## src/rtl/core/line_endpoint_detector_top_assert.svh

```systemverilog
// Assertion macros for the line endpoint detector; empty under synthesis.
`ifndef LINE_ENDPOINT_DETECTOR_TOP_ASSERT_SVH
`define LINE_ENDPOINT_DETECTOR_TOP_ASSERT_SVH

`ifndef SYNTHESIS
`define LED_ASSERT(label, prop) \
    label: assert property (@(posedge clk) disable iff (!rst_n) prop) \
        else $error("line endpoint detector assertion failed");
`define LED_ASSERT_NEVER(label, cond) \
    label: assert property (@(posedge clk) disable iff (!rst_n) !(cond)) \
        else $error("line endpoint detector forbidden condition seen");
`else
`define LED_ASSERT(label, prop)
`define LED_ASSERT_NEVER(label, cond)
`endif

`endif

```

## src/rtl/core/led_ram.sv

```systemverilog
// Generic single-port-write, single-port-read RAM with registered read data.
`timescale 1ns / 1ps

module led_ram #(
    parameter int WIDTH = 8,
    parameter int DEPTH = 256
) (
    input  logic                     clk,
    input  logic                     we,
    input  logic [$clog2(DEPTH)-1:0] waddr,
    input  logic [WIDTH-1:0]         wdata,
    input  logic                     re,
    input  logic [$clog2(DEPTH)-1:0] raddr,
    output logic [WIDTH-1:0]         rdata
);

    logic [WIDTH-1:0] mem [DEPTH];
    logic [WIDTH-1:0] rdata_reg;

    always_ff @(posedge clk)
    begin
        if (we)
        begin
            mem[waddr] <= wdata;
        end
        if (re)
        begin
            rdata_reg <= mem[raddr];
        end
    end

    assign rdata = rdata_reg;

endmodule

```

## config.mk

```make
export PLATFORM = sky130hd
export DESIGN_NAME = led_ram
export DESIGN_NICKNAME = d
export VERILOG_FILES = /design/src/rtl/core/line_endpoint_detector_top_assert.svh /design/src/rtl/core/led_ram.sv
export SDC_FILE = /design/constraint.sdc
export NUM_CORES = 2
export LEC_CHECK = 0
export ABC_AREA = 1
export BUFFER_PORTS_ARGS = -buffer_cell sky130_fd_sc_hd__buf_2
export CAP_MARGIN = 0
export CORE_AREA = 3 3 461 463
export CTS_CLUSTER_DIAMETER = 80
export DETAILED_ROUTE_END_ITERATION = 8
export DIE_AREA = 0 0 464 466
export RECOVER_POWER = 50
export SLEW_MARGIN = 20
export SYNTH_ARGS = -nofsm -noshare
export SYNTH_HDL_FRONTEND = slang
export SYNTH_SLANG_ARGS = --single-unit
```

## constraint.sdc

```tcl
create_clock -name clk -period 3.7 [get_ports clk]
set_input_delay 0.185 -clock clk [delete_from_list [all_inputs] [get_ports clk]]
set_output_delay 0.185 -clock clk [all_outputs]
set_load 0.005 [all_outputs]
```

After elaboration in Yosys (flattened, before gate mapping)
Memory sizes are Yosys's and may differ from the RTL's. A register that Yosys moved wholly into a read port is not among the register bits.
Index checks and enable logic that the tools add are counted.
- equality and inequality tests: 0
- muxes and demuxes: 2
- div/mod/pow operators: 0
- bitwise operators: 0
- $lt $le $gt $ge: 0
- multiply operators: 0
- $add $sub $neg: 0
- reduce and logical (&&, ||, !) cells: 0
- shifts and indexed selects: 0
- operators with widths (operator ; number):
    1-bit 2-to-1 mux ; 2
- bits in latches: 0
- register bits after elaboration: 0
- memories: 1
- memory bits (writable): 2048
- input bits: 27
- ROM bits: 0
- memories (memory ; depth ; width ; read ports ; clocked after memory_dff ; write ports ; RTL line ; source):
    mem ; 256 ; 8 ; 1 ; 1 ; 1 ; led_ram.sv:17 ; logic [WIDTH-1:0] mem [DEPTH];

Longest topological paths before layout
- word-level depth: 2
- gate-level depth with buffers: 15
- depth with buffers taken out: 11

Worst setup path after synthesis
Ideal clock, no wire load.
- kind: input -> register
- start: input we
- end: memory mem[162][0], enable pin
- library setup time: 370 ps
- cell stages on the path: 4
- data arrival time: 1306 ps
- slack: 2024 ps
- cells stage by stage: clkbuf_1 -> nand3_1 -> clkbuf_1 -> nor2_1
- cells in the longest elaborated chain, start to end: 2
- RTL lines (element ; RTL line ; source):
    start: declaration ; led_ram.sv:9 ; input logic we,
    1-bit 2-to-1 mux ; led_ram.sv:22 ; if (we)
    1-bit 2-to-1 mux (implied by the code) ; led_ram.sv:24 ; mem[waddr] <= wdata;
    end: declaration ; led_ram.sv:17 ;
Every way passes these cells.

Worst setup path in the final report
- start: input wdata[1]
- end: memory mem[237][1] (data pin)
- RTL lines (element ; RTL line ; source):
    start: declaration ; led_ram.sv:11 ; input logic [WIDTH-1:0] wdata,
No word-level cell before the write port.

==> run metrics <==
Final TNS setup 0 ns; switching share of power 0.227; crit-path cells dlygate4sd3_1, clkbuf_2, buf_4; Detailed Route WL 235000 um; Max Freq 347 MHz; drt drc 0; max reg flops 2048; Crit Path Class in -> reg; xor and xnor area share after synthesis 0; main area contributors after synthesis edfxtp_1 74%, nand3_1 12%, nand2_1 9.5%, buf_2 1.6%, nor2_1 1.3%; commonest non-fill, non-tap cell in the layout nand2_1; Worst-path clk slew 0.06 ns; Pleak 0.0321 uW; Synth Warn # 0; met3 Usage GRT 0.0298; Clock Skews 0.0217 ns; simple-gate share of the synthesized area 0.229; Yosys top cell by area edfxtp_1; multiplexer share of the synthesized area 0; fill count 19000; PortBufs 34; Hold Buf Count CTS 10; routed length per instance 23.5 um; Final ANT Viol Nets 0; Top delay family on crit path buffers and inverters; post-synth top area share 0.740; worst-margin pin slew 3.08 ns; Worst EP required 4.30 ns; Layout area overhead 11.9%; TritonCTS Buffers 210; largest net degree at the start of global routing 184; MaxCap Viol Count 14; P_int 37600 uW; outcome finished, violations left; Buf/Inv on CP 3; RSZ-0062 raised after global routing false; H-tree levels 4; Clock Tree Root clkbuf_16; Syn Inst Count 7003; Pre-antenna DRT Iters 6; most frequent cells in the layout 2121 x nand2_1, 2056 x edfxtp_1, 2019 x nand3_1; global-route wire length before repair 349000 um; Final nets 7023; P_sw 11100 uW; CTS tree built; grt met2 use 0.343; share of post-route cells with drive strength above 1 0.0682; I/O pins 35; Setup crit end kind flip-flop; vias in the first global route 52500; Yosys cell types 13; crit path max-delay cell type clkbuf_2; crit path time final 2.88 ns; GRT Total Usage 0.213; VDD IR max 0.463 mV; slowest stage delay, CP 2.03 ns; initial antenna violation count 13; area of the core 0.209 mm^2; crit path DAT 3.49 ns; Post-CTS Setup Bufs 0; global route hottest layer met2; largest family of logic cells by synthesized area simple AND/OR/NAND/NOR gates; chip width 464 um; Slew Limit Fails 964; syn avg cell area 11.9 um^2; Synth Area in Compound Gates 0; Final GP Congestion 0.876; 1st-iter DRT viols 6415; FP Rows 168; CTS Sinks 2056; synthesis-stage register bit count 2056; fin crit share 0.779; Post-Syn Area 0.0835 mm^2; PostCTS Resize Cnt 0; global route overflow 0; clock group share of total power 0.410; die area 0.216 mm^2; final hold violation count 0; area share of fa/ha/maj cells after synthesis 0; Max-slew headroom -1.05; sequential share of power 0.529; clock latency on the worst-skew pair 0.83 ns; HP Class in -> reg; Initial Utilization 0.399; clock tree buffer depth 3; CP startpoint kind input port; PwrDens 521 mW/mm^2; failing checks capacitance limit, slew limit; met1 Use GR 0.293; Syn Nets 7030; crit-path max FO 111; # setup viols final 0; post-DP HPWL 135000 um; sequential area share after synthesis 0.740; Tot Pwr 48700 uW; power share of the combinational group 0.061; DR vias 54700; Die Y 466 um; Vias/cell 5.48
==> synthesized netlist by cell type <==
library cell / count
clkbuf_1: 112
nand2_1: 2123
inv_1: 36
inv_4: 1
buf_2: 268
inv_2: 2
buf_6: 16
buf_8: 1
edfxtp_1: 2056
buf_4: 46
nor2_1: 283
buf_1: 40
nand3_1: 2019
==> stage by stage <==
| step | setup slack [ns] | area (um^2) | std cells | hold slack, ns | utilization |
|---|---|---|---|---|---|
| after floorplan | 2.02 | 83500 | 7003 | 0.284 | - |
| after global placement | 0.480 | 87200 | 9579 | 0.683 | 0.417 |
| after detailed placement | 0.457 | 87200 | 9579 | 0.682 | 0.417 |
| after CTS | 1.36 | 93700 | 9975 | 0.105 | 0.448 |
| final | 0.817 | 93400 | 9986 | 0.172 | 0.447 |
| after global routing | 0.683 | 93400 | 9983 | 0.159 | 0.447 |
==> final cells by class <==
class                   instances  area [um^2]  share of cell area
diodes                         11         27.5            0.000295
clock buffers                 263         5540              0.0593
clock inverters               123          883             0.00945
inverters                      39          180             0.00193
multi-input cells            4425        19100               0.205
flip-flops and latches       2056        61700               0.661
well taps                    2805         3510              0.0376
repair buffers                264         2430              0.0260
==> worst register-to-register path, delay by kind of cell, from the launching register on <==
family | cells | cell delay, ns
simple gates | 10 | 1.58
flops | 1 | 0.37
==> per-layer routing <==
layer | vias to the layer above | wire length, um
li1 | 24900 | -
met1 | 27100 | 97100
met2 | 2243 | 112000
met3 | 398 | 16700
met4 | 4 | 8940
met5 | - | 27
==> worst paths after layout <==
path	end	startpoint	slack, ns	cells after the start
worst max-delay path	mem[237][1]$_DFFE_PP_	wdata[1]	0.82	3
worst min-delay path	rdata[4]$_DFFE_PP_	raddr[4]	0.17	7
worst max register to register	rdata[4]$_DFFE_PP_	mem[172][4]$_DFFE_PP_	1.52	10
worst min register to register	rdata[2]$_DFFE_PP_	mem[81][2]$_DFFE_PP_	1.08	10
==> power by group through the flow <==
stage               clock network [uW]  logic, uW  registers [uW]
global placement                     0       2930           26200
floorplan                            0       1580           26200
finish                           20000       2950           25800
detailed placement                   0       2940           26200
CTS                              20200       2960           25700
global route                     21200       3180           25700
==> logic make-up (layout without fill, tap and decap cells) <==
logic type             count (synthesis)  in the layout
buffers and inverters                522            689
DFF                                 2056           2056
and+or+nand+nor                     4425           4425
other                                  0             11
Note: power is estimated with default switching activity, not from simulation.
